[config.mk]
export PLATFORM = sky130hd
export DESIGN_NAME = pm25_to_aqi_with_category_unit
export DESIGN_NICKNAME = d
export VERILOG_FILES = /design/src/rtl/aqi_pkg.sv /design/src/rtl/aqi_seg.sv /design/src/rtl/aqi_div.sv /design/src/rtl/aqi_cat.sv /design/src/rtl/pm25_to_aqi_with_category_unit.sv
export SDC_FILE = /design/constraint.sdc
export NUM_CORES = 2
export LEC_CHECK = 0
export ABC_CLOCK_PERIOD_IN_PS = 12300
export BUFFER_PORTS_ARGS = -buffer_cell sky130_fd_sc_hd__buf_2
export CAP_MARGIN = 15
export CORE_MARGIN = 2
export CORE_UTILIZATION = 55
export DETAILED_ROUTE_END_ITERATION = 12
export GPL_TIMING_DRIVEN = 0
export PLACE_DENSITY_LB_ADDON = 0.15
export RECOVER_POWER = 50
export SLEW_MARGIN = 20
export SYNTH_ARGS = -nofsm -noshare
export SYNTH_HDL_FRONTEND = slang
export SYNTH_SLANG_ARGS = --single-unit
[constraint.sdc]
create_clock -name clk -period 12.3 [get_ports clk]
set_clock_uncertainty 0.05 [all_clocks]
set_input_delay 1.845 -clock clk [delete_from_list [all_inputs] [get_ports clk]]
set_output_delay 1.845 -clock clk [all_outputs]
set_load 0.005 [all_outputs]
[src/rtl/aqi_pkg.sv]
// ----------------------------------------------------------------------------
// aqi_pkg: shared types and constants of the PM2.5 to AQI unit
// Breakpoint segments, division constants, brackets and the structs
// that carry items between the pipeline sections.
// ----------------------------------------------------------------------------
package aqi_pkg;

  // Field widths.
  localparam int RD_W   = 16;   // PM2.5 reading
  localparam int DIFF_W = 20;   // 10*reading minus lower bound, in tenths
  localparam int NUM_W  = 31;   // dividend 2*num + den
  localparam int RCP_W  = 24;   // reciprocal of the divisor, scaled by 2^32
  localparam int RCP_SH = 32;   // reciprocal scale
  localparam int Q_W    = 19;   // quotient and unsaturated index
  localparam int AQI_W  = 16;
  localparam int CAT_W  = 3;
  localparam int RGB_W  = 24;
  localparam int SEG_W  = 3;

  localparam int SEGMENTS = 6;
  localparam int BRACKETS = 6;

  localparam longint unsigned RCP_ONE = 64'h1_0000_0000;

  // Segment table, concentrations in tenths of a microgram per cubic meter.
  localparam logic [11:0] SEG_LO10 [SEGMENTS] = '{
    12'd0, 12'd155, 12'd405, 12'd655, 12'd1505, 12'd2505
  };
  localparam logic [11:0] SEG_SPAN10 [SEGMENTS] = '{
    12'd154, 12'd249, 12'd249, 12'd849, 12'd999, 12'd2499
  };
  localparam logic [9:0] SEG_ISPAN [SEGMENTS] = '{
    10'd50, 10'd49, 10'd49, 10'd49, 10'd99, 10'd999
  };
  localparam logic [8:0] SEG_BASE [SEGMENTS] = '{
    9'd0, 9'd51, 9'd101, 9'd151, 9'd201, 9'd301
  };

  // Divisor 2*span and its truncated reciprocal floor(2^32 / divisor).
  localparam logic [12:0] SEG_DIV [SEGMENTS] = '{
    13'd308, 13'd498, 13'd498, 13'd1698, 13'd1998, 13'd4998
  };
  localparam logic [RCP_W-1:0] SEG_RCP [SEGMENTS] = '{
    RCP_W'(RCP_ONE / 64'd308),  RCP_W'(RCP_ONE / 64'd498),
    RCP_W'(RCP_ONE / 64'd498),  RCP_W'(RCP_ONE / 64'd1698),
    RCP_W'(RCP_ONE / 64'd1998), RCP_W'(RCP_ONE / 64'd4998)
  };

  // Quality brackets: upper index bound and colour.
  localparam logic [9:0] BRK_MAX [BRACKETS] = '{
    10'd50, 10'd100, 10'd150, 10'd200, 10'd300, 10'd999
  };
  localparam logic [RGB_W-1:0] BRK_RGB [BRACKETS] = '{
    24'h00FF00, 24'hFFFF00, 24'hFFA500, 24'hFF0000, 24'h9400D3, 24'h9400D3
  };
  localparam logic [CAT_W-1:0] CAT_HAZARDOUS = 3'd5;

  // Item after segment choice and numerator product.
  typedef struct packed {
    logic [SEG_W-1:0] seg;
    logic [NUM_W-1:0] dvd;
  } aqi_dvd_t;

  // Item after division.
  typedef struct packed {
    logic [SEG_W-1:0] seg;
    logic [Q_W-1:0]   quo;
  } aqi_quo_t;

  // Finished result item.
  typedef struct packed {
    logic             saturated;
    logic [RGB_W-1:0] colour;
    logic [CAT_W-1:0] category;
    logic [AQI_W-1:0] aqi_value;
  } aqi_res_t;

endpackage

[src/rtl/aqi_seg.sv]
// ----------------------------------------------------------------------------
// aqi_seg: segment choice and dividend
// Two stages: pick the breakpoint segment and the offset into it, then
// form the rounding dividend 2*offset*index_span + span.
// ----------------------------------------------------------------------------
module aqi_seg (
  input  logic                     clk,
  input  logic                     rst,
  input  logic                     in_valid,
  output logic                     in_ready,
  input  logic [aqi_pkg::RD_W-1:0] rd,
  output logic                     out_valid,
  input  logic                     out_ready,
  output aqi_pkg::aqi_dvd_t        out_data
);
  import aqi_pkg::*;

  logic              a_valid;
  logic [SEG_W-1:0]  a_seg;
  logic [DIFF_W-1:0] a_diff;
  logic              a_ready;
  logic              b_valid;
  aqi_dvd_t          b_data;
  logic              b_ready;

  logic [DIFF_W-1:0] r10;
  logic [SEG_W-1:0]  seg_next;
  logic [DIFF_W-1:0] diff_next;
  logic [29:0]       num;
  aqi_dvd_t          b_next;

  // Each stage takes a new item when it is empty or its item moves on.
  assign b_ready   = !b_valid || out_ready;
  assign a_ready   = !a_valid || b_ready;
  assign in_ready  = a_ready;
  assign out_valid = b_valid;
  assign out_data  = b_data;

  // Stage A: last segment whose lower bound is not above the reading.
  always_comb begin
    r10 = DIFF_W'({rd, 3'b000}) + DIFF_W'({rd, 1'b0});
    seg_next = '0;
    for (int i = 1; i < SEGMENTS; i++) begin
      if (r10 >= DIFF_W'(SEG_LO10[i])) begin
        seg_next = SEG_W'(i);
      end
    end
    diff_next = r10 - DIFF_W'(SEG_LO10[seg_next]);
  end

  // Stage B: dividend of the rounded quotient.
  always_comb begin
    num        = 30'(a_diff * SEG_ISPAN[a_seg]);
    b_next.seg = a_seg;
    b_next.dvd = NUM_W'({num, 1'b0}) + NUM_W'(SEG_SPAN10[a_seg]);
  end

  // Valid bits.
  always_ff @(posedge clk) begin
    if (rst) begin
      a_valid <= 1'b0;
      b_valid <= 1'b0;
    end else begin
      if (a_ready) begin
        a_valid <= in_valid;
      end
      if (b_ready) begin
        b_valid <= a_valid;
      end
    end
  end

  // Payload registers.
  always_ff @(posedge clk) begin
    if (a_ready && in_valid) begin
      a_seg  <= seg_next;
      a_diff <= diff_next;
    end
    if (b_ready && a_valid) begin
      b_data <= b_next;
    end
  end

endmodule

[src/rtl/aqi_div.sv]
// ----------------------------------------------------------------------------
// aqi_div: division by the segment's constant divisor
// Stage C multiplies by a truncated reciprocal, which gives the quotient
// or one less. Stage D forms the remainder and corrects by one.
// ----------------------------------------------------------------------------
module aqi_div (
  input  logic              clk,
  input  logic              rst,
  input  logic              in_valid,
  output logic              in_ready,
  input  aqi_pkg::aqi_dvd_t in_data,
  output logic              out_valid,
  input  logic              out_ready,
  output aqi_pkg::aqi_quo_t out_data
);
  import aqi_pkg::*;

  logic             c_valid;
  logic             c_ready;
  logic [SEG_W-1:0] c_seg;
  logic [NUM_W-1:0] c_dvd;
  logic [Q_W-1:0]   c_qest;
  logic             d_valid;
  logic             d_ready;
  aqi_quo_t         d_data;

  logic [NUM_W+RCP_W-1:0] rcp_prod;
  logic [Q_W-1:0]         qest_next;
  logic [NUM_W-1:0]       back_prod;
  logic [NUM_W-1:0]       rem;
  logic [NUM_W-1:0]       dvsr;
  aqi_quo_t               d_next;

  assign d_ready   = !d_valid || out_ready;
  assign c_ready   = !c_valid || d_ready;
  assign in_ready  = c_ready;
  assign out_valid = d_valid;
  assign out_data  = d_data;

  // Stage C: quotient estimate from the reciprocal.
  always_comb begin
    rcp_prod  = (NUM_W+RCP_W)'(in_data.dvd) * (NUM_W+RCP_W)'(SEG_RCP[in_data.seg]);
    qest_next = rcp_prod[RCP_SH +: Q_W];
  end

  // Stage D: remainder check, add one when the estimate fell short.
  always_comb begin
    dvsr       = NUM_W'(SEG_DIV[c_seg]);
    back_prod  = NUM_W'(c_qest * SEG_DIV[c_seg]);
    rem        = c_dvd - back_prod;
    d_next.seg = c_seg;
    d_next.quo = c_qest + Q_W'(rem >= dvsr);
  end

  // Valid bits.
  always_ff @(posedge clk) begin
    if (rst) begin
      c_valid <= 1'b0;
      d_valid <= 1'b0;
    end else begin
      if (c_ready) begin
        c_valid <= in_valid;
      end
      if (d_ready) begin
        d_valid <= c_valid;
      end
    end
  end

  // Payload registers.
  always_ff @(posedge clk) begin
    if (c_ready && in_valid) begin
      c_seg  <= in_data.seg;
      c_dvd  <= in_data.dvd;
      c_qest <= qest_next;
    end
    if (d_ready && c_valid) begin
      d_data <= d_next;
    end
  end

endmodule

[src/rtl/aqi_cat.sv]
// ----------------------------------------------------------------------------
// aqi_cat: index, saturation and bracket
// Adds the segment's index base, clamps to 16 bits and looks up the
// quality bracket and its colour into the output register.
// ----------------------------------------------------------------------------
module aqi_cat (
  input  logic              clk,
  input  logic              rst,
  input  logic              in_valid,
  output logic              in_ready,
  input  aqi_pkg::aqi_quo_t in_data,
  output logic              out_valid,
  input  logic              out_ready,
  output aqi_pkg::aqi_res_t out_data
);
  import aqi_pkg::*;

  logic     e_valid;
  aqi_res_t e_data;

  logic [Q_W-1:0]   idx;
  logic             sat;
  logic [AQI_W-1:0] aqi;
  aqi_res_t         e_next;

  assign in_ready  = !e_valid || out_ready;
  assign out_valid = e_valid;
  assign out_data  = e_data;

  // Index, clamp, then the first bracket whose bound is not below it.
  always_comb begin
    idx = in_data.quo + Q_W'(SEG_BASE[in_data.seg]);
    sat = |idx[Q_W-1:AQI_W];
    aqi = sat ? {AQI_W{1'b1}} : idx[AQI_W-1:0];
    e_next.aqi_value = aqi;
    e_next.saturated = sat;
    e_next.category  = CAT_HAZARDOUS;
    e_next.colour    = '0;
    for (int i = BRACKETS - 1; i >= 0; i--) begin
      if (aqi <= AQI_W'(BRK_MAX[i])) begin
        e_next.category = CAT_W'(i);
        e_next.colour   = BRK_RGB[i];
      end
    end
  end

  // Output register.
  always_ff @(posedge clk) begin
    if (rst) begin
      e_valid <= 1'b0;
    end else if (in_ready) begin
      e_valid <= in_valid;
    end
  end

  always_ff @(posedge clk) begin
    if (in_ready && in_valid) begin
      e_data <= e_next;
    end
  end

endmodule

[src/rtl/pm25_to_aqi_with_category_unit.sv]
// ----------------------------------------------------------------------------
// pm25_to_aqi_with_category_unit: PM2.5 reading to air quality index
// Piecewise linear index with half-up rounding, 16-bit saturation,
// quality bracket and bracket colour, in a five-stage pipeline.
//
//   Channel | Direction | tdata fields, low bit first
//   s_*     | in        | pm25_reading[15:0]
//   m_*     | out       | aqi_value[15:0], category[18:16], colour[42:19],
//           |           | saturated[43], zero[47:44]
//
// One item per cycle is accepted unless stalled; each passes through the
// segment, dividend, reciprocal multiply, remainder correction and bracket
// lookup stages to m_tvalid. Each stage holds its item while the next is
// full, so a stall on m_tready fills empty stages before s_tready drops.
// Synchronous reset empties the pipeline; no payload is cleared.
// ----------------------------------------------------------------------------
module pm25_to_aqi_with_category_unit (
  input  logic        clk,
  input  logic        rst,
  input  logic        s_tvalid,
  output logic        s_tready,
  input  logic [15:0] s_tdata,   // pm25_reading[15:0]
  output logic        m_tvalid,
  input  logic        m_tready,
  output logic [47:0] m_tdata    // aqi_value, category, colour, saturated, pad
);
  import aqi_pkg::*;

  logic     seg_valid;
  logic     seg_ready;
  aqi_dvd_t seg_data;
  logic     div_valid;
  logic     div_ready;
  aqi_quo_t div_data;
  aqi_res_t res;

  // Segment choice and dividend.
  aqi_seg u_seg (
    .clk       (clk),
    .rst       (rst),
    .in_valid  (s_tvalid),
    .in_ready  (s_tready),
    .rd        (s_tdata),
    .out_valid (seg_valid),
    .out_ready (seg_ready),
    .out_data  (seg_data)
  );

  // Constant division.
  aqi_div u_div (
    .clk       (clk),
    .rst       (rst),
    .in_valid  (seg_valid),
    .in_ready  (seg_ready),
    .in_data   (seg_data),
    .out_valid (div_valid),
    .out_ready (div_ready),
    .out_data  (div_data)
  );

  // Index, saturation and bracket.
  aqi_cat u_cat (
    .clk       (clk),
    .rst       (rst),
    .in_valid  (div_valid),
    .in_ready  (div_ready),
    .in_data   (div_data),
    .out_valid (m_tvalid),
    .out_ready (m_tready),
    .out_data  (res)
  );

  // Pack the result fields, lowest field first.
  assign m_tdata = {4'b0000, res.saturated, res.colour, res.category, res.aqi_value};

  // A clamped index always lands in the hazardous bracket with no colour.
  a_sat_clamp: assert property (@(posedge clk) disable iff (rst)
    m_tvalid && m_tdata[43] |->
      m_tdata[15:0] == 16'hFFFF && m_tdata[18:16] == CAT_HAZARDOUS &&
      m_tdata[42:19] == 24'h000000)
    else $error("saturated item without clamped index, bracket or colour");

  // Colour is zero exactly when the index is above 999.
  a_colour_zero: assert property (@(posedge clk) disable iff (rst)
    m_tvalid |-> ((m_tdata[42:19] == 24'h000000) == (m_tdata[15:0] > 16'd999)))
    else $error("colour does not match index range");

  // The bracket code never exceeds the hazardous bracket.
  a_cat_range: assert property (@(posedge clk) disable iff (rst)
    m_tvalid |-> m_tdata[18:16] <= CAT_HAZARDOUS)
    else $error("bracket code out of range");

  // Reset empties the output stage.
  a_rst_empty: assert property (@(posedge clk)
    rst |=> !m_tvalid)
    else $error("result valid right after reset");

endmodule

Word-level counts from Yosys, hierarchy flattened --
Memory sizes are Yosys's and may differ from the RTL's. Index checks and enable logic that the tools add are counted.
Storage, ports and cells: register bits 181, bits in read-only memories 640, output and inout bits 50, memories 6
Operators by class: $add $sub $neg 6, $mul 3, magnitude comparators 17, muxes and demuxes 23, bitwise operators 5, reductions and logical operators 20
Memory list:
- (name not given) | words 8, bits a word 24, rd ports 1, clocked after memory_dff 0, wr ports 0, RTL line aqi_div.sv:42 | rcp_prod = (NUM_W+RCP_W)'(in_data.dvd) * (NUM_W+RCP_W)'(SEG_RCP[in_data.seg]);
- (name not given) | words 8, bits a word 13, rd ports 1, clocked after memory_dff 0, wr ports 0, RTL line aqi_div.sv:48 | dvsr = NUM_W'(SEG_DIV[c_seg]);
- (name not given) | words 8, bits a word 12, rd ports 1, clocked after memory_dff 0, wr ports 0, RTL line aqi_seg.sv:48 | diff_next = r10 - DIFF_W'(SEG_LO10[seg_next]);
- (name not given) | words 8, bits a word 12, rd ports 1, clocked after memory_dff 0, wr ports 0, RTL line aqi_seg.sv:55 | b_next.dvd = NUM_W'({num, 1'b0}) + NUM_W'(SEG_SPAN10[a_seg]);
- (name not given) | words 8, bits a word 10, rd ports 1, clocked after memory_dff 0, wr ports 0, RTL line aqi_seg.sv:53 | num = 30'(a_diff * SEG_ISPAN[a_seg]);
- (name not given) | words 8, bits a word 9, rd ports 1, clocked after memory_dff 0, wr ports 0, RTL line aqi_cat.sv:32 | idx = in_data.quo + Q_W'(SEG_BASE[in_data.seg]);
Operator list (number):
- 2-to-1 mux 27 bit | 5
- multiplier 31 x 24 -> 51 bit | 1
- 2-to-1 mux 12 bit | 4
- 2-to-1 mux 24 bit | 2
- less-or-equal comparator 16 x 8 -> 1 bit, second input constant | 2
- adder 31 x 12 -> 31 bit | 1
- >= comparator 31 x 13 -> 1 bit | 1
- multiplier 19 x 13 -> 31 bit | 1
- subtractor 31 bit | 1
- multiplier 20 x 10 -> 30 bit | 1
- 2-to-1 mux 13 bit | 2
- adder 19 x 17 -> 20 bit | 1
- >= comparator 20 x 10 -> 1 bit, second input constant | 1
- >= comparator 20 x 11 -> 1 bit, second input constant | 1
- >= comparator 20 x 12 -> 1 bit, second input constant | 1
- >= comparator 20 x 8 -> 1 bit, second input constant | 1
- >= comparator 20 x 9 -> 1 bit, second input constant | 1
- >= comparator 4 bit, second input constant | 5
- 2-to-1 mux 10 bit | 2
- inverter 3 -> 4 bit | 5
- subtractor 20 x 12 -> 20 bit | 1
- adder 19 x 1 -> 19 bit | 1
- adder 19 x 9 -> 19 bit | 1
- 2-to-1 mux 9 bit | 2
- other kinds (15) | 30

Logic depth before layout (Yosys ltp) --
depth in word-level cells 13, gate-level depth with buffers 40

Modules after synthesis --
Synthesis repeated with hierarchy kept, for this count alone.
Second synthesis, totals: cells, all modules 4819, area total of the unflattened synthesis 44943.1 um2
By module, submodules not included:
- aqi_div | instances 1, cells an instance 3448, area each 32398.6 um2, sequential area each 2292.2 um2
- aqi_seg | instances 1, cells an instance 1135, area each 10279.9 um2, sequential area each 1751.7 um2
- aqi_cat | instances 1, cells an instance 231, area each 2230.9 um2, sequential area each 770.7 um2
- pm25_to_aqi_with_category_unit | instances 1, cells an instance 5, area each 33.8 um2, sequential area each 0.0 um2

Worst setup path after synthesis --
No wires, ideal clock.
path type register -> register, start point reg u_div.c_seg[0], end point reg u_div.d_data (netlist bit u_div.out_data[16]), data pin, data arrival time 7.954 ns, data required time 11.985 ns, path slack 4.031 ns, cell stages (with the launch flop) 36, path buffers 2, cell sequence edfxtp_1 > clkbuf_1 > inv_1 > ha_1 > o21a_1 > clkbuf_1 > and2_1 > fa_1 > inv_1 > fa_1 > fa_1 > fa_1 > fa_1 > inv_1 > fa_1 > inv_1 > ha_1 > and3_1 > a22o_1 > a21oi_1 > a21boi_0 > ha_1 > a221oi_1 > o311ai_0 > nor4_1 > and3_1 > nand4_1 > or4_1 > nor4_1 > nand4_1 > ha_1 > ha_1 > nand2_1 > nor2_1 > nand3_1 > xnor2_1
RTL lines:
- from (decl) | RTL line aqi_div.sv:20 | logic [SEG_W-1:0] c_seg;
- from (signal assigned) | RTL line aqi_div.sv:73 | c_seg <= in_data.seg;
- to (signal assigned) | RTL line aqi_div.sv:78 | d_data <= d_next;
- to (decl) | RTL line aqi_div.sv:25 | aqi_quo_t d_data;

==> impl.org <==
** Status
- The flow ran to the end, but the final reports show violations.
- The final reports fail on capacitance limit, slew limit.

** Worst setup path
- Biggest fanout along the worst timing path :: 10
- By instance count, the cell type seen most on the critical path is ha_1.
- Slowest cell on the critical path :: fa_1
- Startpoint Class :: flop
- On the worst path, the slowest cell contributes a delay of 0.61 ns.
- Worst Path Required :: 12.46 ns
- Combined buffer and inverter count along the critical path :: 8
- Data on the critical path arrives at its endpoint at 11.58 ns.
- The worst setup path is captured at a flop.
- Classification of the worst setup path :: flop to flop
- Crit path max-delay family :: adder cells

** Detailed routing
- In the final routed layout, each cell accounts on average for 21.63 um.
- Remaining design rule violation count :: 0
- The first detailed-routing pass ran for 6 iterations.
- The detailed router finished its first iteration with 2,771 violations.
- Final routed wirelength across all metal layers :: 127,300 um
- Vias per Instance :: 5.530
- The final route contains 32.55k vias.
- Once detail routing completed, the nets flagged for antenna violations numbered 0.

** STA
- Of the available clock period, the critical path in the final layout requires 92.89%.
- Timing would allow up to 0.08752 GHz.
- Final count of negative-setup-slack endpoints :: 0
- Setup tns final :: 0 ns
- Headroom to the max-slew limit came out at -68.45%.
- Number of failing hold endpoints at the final stage :: 0
- Number of pins with negative max-slew slack in the final report :: 41
- For the pin with the worst max-slew slack, the measured transition is 2.504 ns.
- Clock period minus final worst setup slack :: 11.43 ns
- Setup repair after global routing left no endpoint under its margin.

** Flow run
- Max capacitance violation total :: 2

** Finish
- Fillers :: 7,169
- Area taken by multi-input logic gates :: 34,330 um2
- Number of nets in the final layout :: 6,194
- Fraction of final layout cells with drive strength greater than 1 :: 2.709%
- From synthesis to final layout, the design area changed by 5.204%.
- Non-filler instance count after layout :: 5,887
- Register Area :: 4815 um2

** Place
- Placed wire-length estimate :: 110,100 um
- Quantity of I/O buffers inserted on ports :: 62
- The number of placed instances, taps included, is 5,853.
- Routability-driven placement finished with a final weighted congestion of 1.099.

** Synth
- Flip-flop and latch count after synthesis :: 162
- The mapped netlist covers 44,160 um2.
- Post-synthesis cell type with the largest combined area :: fa_1
- The cell count after synthesis came out at 4,730.
- Ranked by total cell area, the synthesized netlist is headed by fa_1 40%, ha_1 14%, edfxtp_1 11%.
- In this run the mean area of a mapped cell was 9.337 um2.
- The Yosys step of the flow raised 0 warnings.
- Among all flip-flop cells after synthesis, the most frequent one is edfxtp_1.
- After synthesis, flip-flops and latches occupy 10.90% of the total area.
- Number of enable-type register cells in the synthesized netlist :: 157
- After synthesis, the share of flip-flops with an asynchronous set or reset is 0%.
- Yosys mapped the design onto 85 distinct sky130hd cell types.
- Portion of synthesized cell area occupied by the leading cell type :: 39.57%

** CTS
- Post-CTS repair timing setup buffer count :: 0
- Counting every sink on the clock net gives 162.
- The cell sitting at the root of the clock tree is a clkbuf_16.
- TritonCTS created 17 clock buffers.
- The number of hold buffers added after CTS was 0.
- TritonCTS built the clock tree.
- Insertion delay of the later-clocked pin in the worst-skew pair :: 0.47 ns
- CTS H-tree depth :: 4
- Clock-pin slew was measured on the worst setup and hold paths at 0.07 ns.
- Post-cts repair resize count :: 0
- Clock tree buffer depth :: 2

** Die
- Core region area :: 79,260 um2
- In this run the vertical extent of the chip is 287.4 um.
- Total die area :: 82,580 um2
- From left edge to right edge, the die measures 287.4 um.
- Ports placed on the boundary :: 70
- The initial utilization of the core area, before any placement, comes to 55.72%.
- Row Count :: 103

** Global route
- All-Layer GR Usage :: 32.35%
- Global routing finished with a remaining overflow of 0.
- The via count of the first global-routing pass was 33.70k.
- First-pass GRT wire length :: 199,600 um
- The initial antenna violation count came to 5.
- Entering global routing, the biggest net connects 26 pins.

** Min path
- The tightest min-delay check is of the flop to flop type.
[state kept, by name, indices dropped and copies added (netlist names)]
register         flops
u_seg.a_diff        20
u_seg.out_data      34
u_cat.out_data      25
u_seg.out_valid      1
u_div.c_dvd         31
u_div.c_qest        19
u_div.out_valid      1
u_seg.a_valid        1
u_cat.out_valid      1
u_div.c_valid        1
u_div.c_seg          3
u_seg.a_seg          3
u_div.out_data      22
[area by class of cell]
cell class                 instances  share of cell area [%]
multi-input combinational       3253                   73.88
sequential                       162                   10.36
buffer                           186                   1.710
tap                             1050                   2.828
inverter                        1135                   9.169
timing repair buffer              67                  0.7648
antenna                            2                 0.01077
clock buffer                      17                  0.9156
clock inverter                    15                  0.3609
[synth_stat cells (all sizes together), types with 4 or more instances]
cell type	count
or2	7
dfxtp	5
a31oi	9
edfxtp	157
a21boi	6
inv	1134
o211ai	19
a31o	5
nand2b	90
nand4	22
or3	14
nor3b	4
and3	101
and2	202
xor2	48
o21ai	87
a21o	39
a221oi	5
and4	5
o311ai	4
nor2	217
a211o	4
o32ai	5
nand2	378
buf	30
clkbuf	156
o21a	22
nor4	14
nand3	72
o31ai	5
o21bai	11
fa	873
a41oi	4
xnor2	110
nor3	33
o2111ai	5
nor2b	145
ha	479
a21oi	135
a211oi	20
[per-stage QoR]
step / area [um2] / utilization [%] / worst slack [ns] / hold WS, ns
after global placement: 45810 / 57.80 / 0.8619 / 0.4078
after global routing: 46460 / 58.62 / 0.3433 / 0.4418
after floorplan: 44190 / - / 4.031 / 0.3706
final: 46460 / 58.62 / 0.8742 / 0.4241
after detailed placement: 45960 / 57.98 / 0.9926 / 0.4257
after CTS: 46550 / 58.73 / 0.9389 / 0.4385
[placed cells by master, fill, tap and decap left out, types with 11 or more instances in the layout]
cell type,n
a211oi_1,18
a21o_1,39
a21oi_1,134
and2_1,199
and3_1,101
buf_2,44
clkbuf_1,178
clkbuf_16,17
clkbuf_4,16
edfxtp_1,157
fa_1,873
ha_1,479
inv_1,1134
nand2_1,378
nand2b_1,90
nand3_1,72
nand4_1,22
nor2_1,217
nor2b_1,145
nor3_1,33
o211ai_1,18
o21a_1,22
o21ai_0,84
o21bai_1,11
or3_1,14
xnor2_1,110
xor2_1,48
[cell families after synthesis]
logic type	share of synthesized area (%)
AOI/OAI and AO/OA	6.026
xor gates and xnor gates	3.133
adders and majority gates	53.14
buffers and inverters	11.45
DFF	10.90
muxes	0.1190
other	0.008491
and+or+nand+nor	15.22
[final timing paths]
path,end,cells past startpoint,from,slack (ns)
worst max register to register,u_div.out_data[16],37,u_div.c_seg[0],0.87
worst min-delay path,u_seg.out_data[33],0,u_seg.a_seg[2],0.42
worst max-delay path,u_div.out_data[16],37,u_div.c_seg[0],0.87
worst min register to register,u_seg.out_data[33],0,u_seg.a_seg[2],0.42
[routing by layer]
layer | part of all wire (%) | routed length (um) | GRT usage, %
met3 | 10 | 12840 | 8.397
met5 | 0.010 | 13 | 0
met2 | 44 | 55440 | 48.58
met4 | 3.8 | 4870 | 10.51
met1 | 43 | 54180 | 45.85
Power is left out: the tool's default activity adds up to more than one toggle a clock period on the data nets, which glitch-free logic cannot reach.
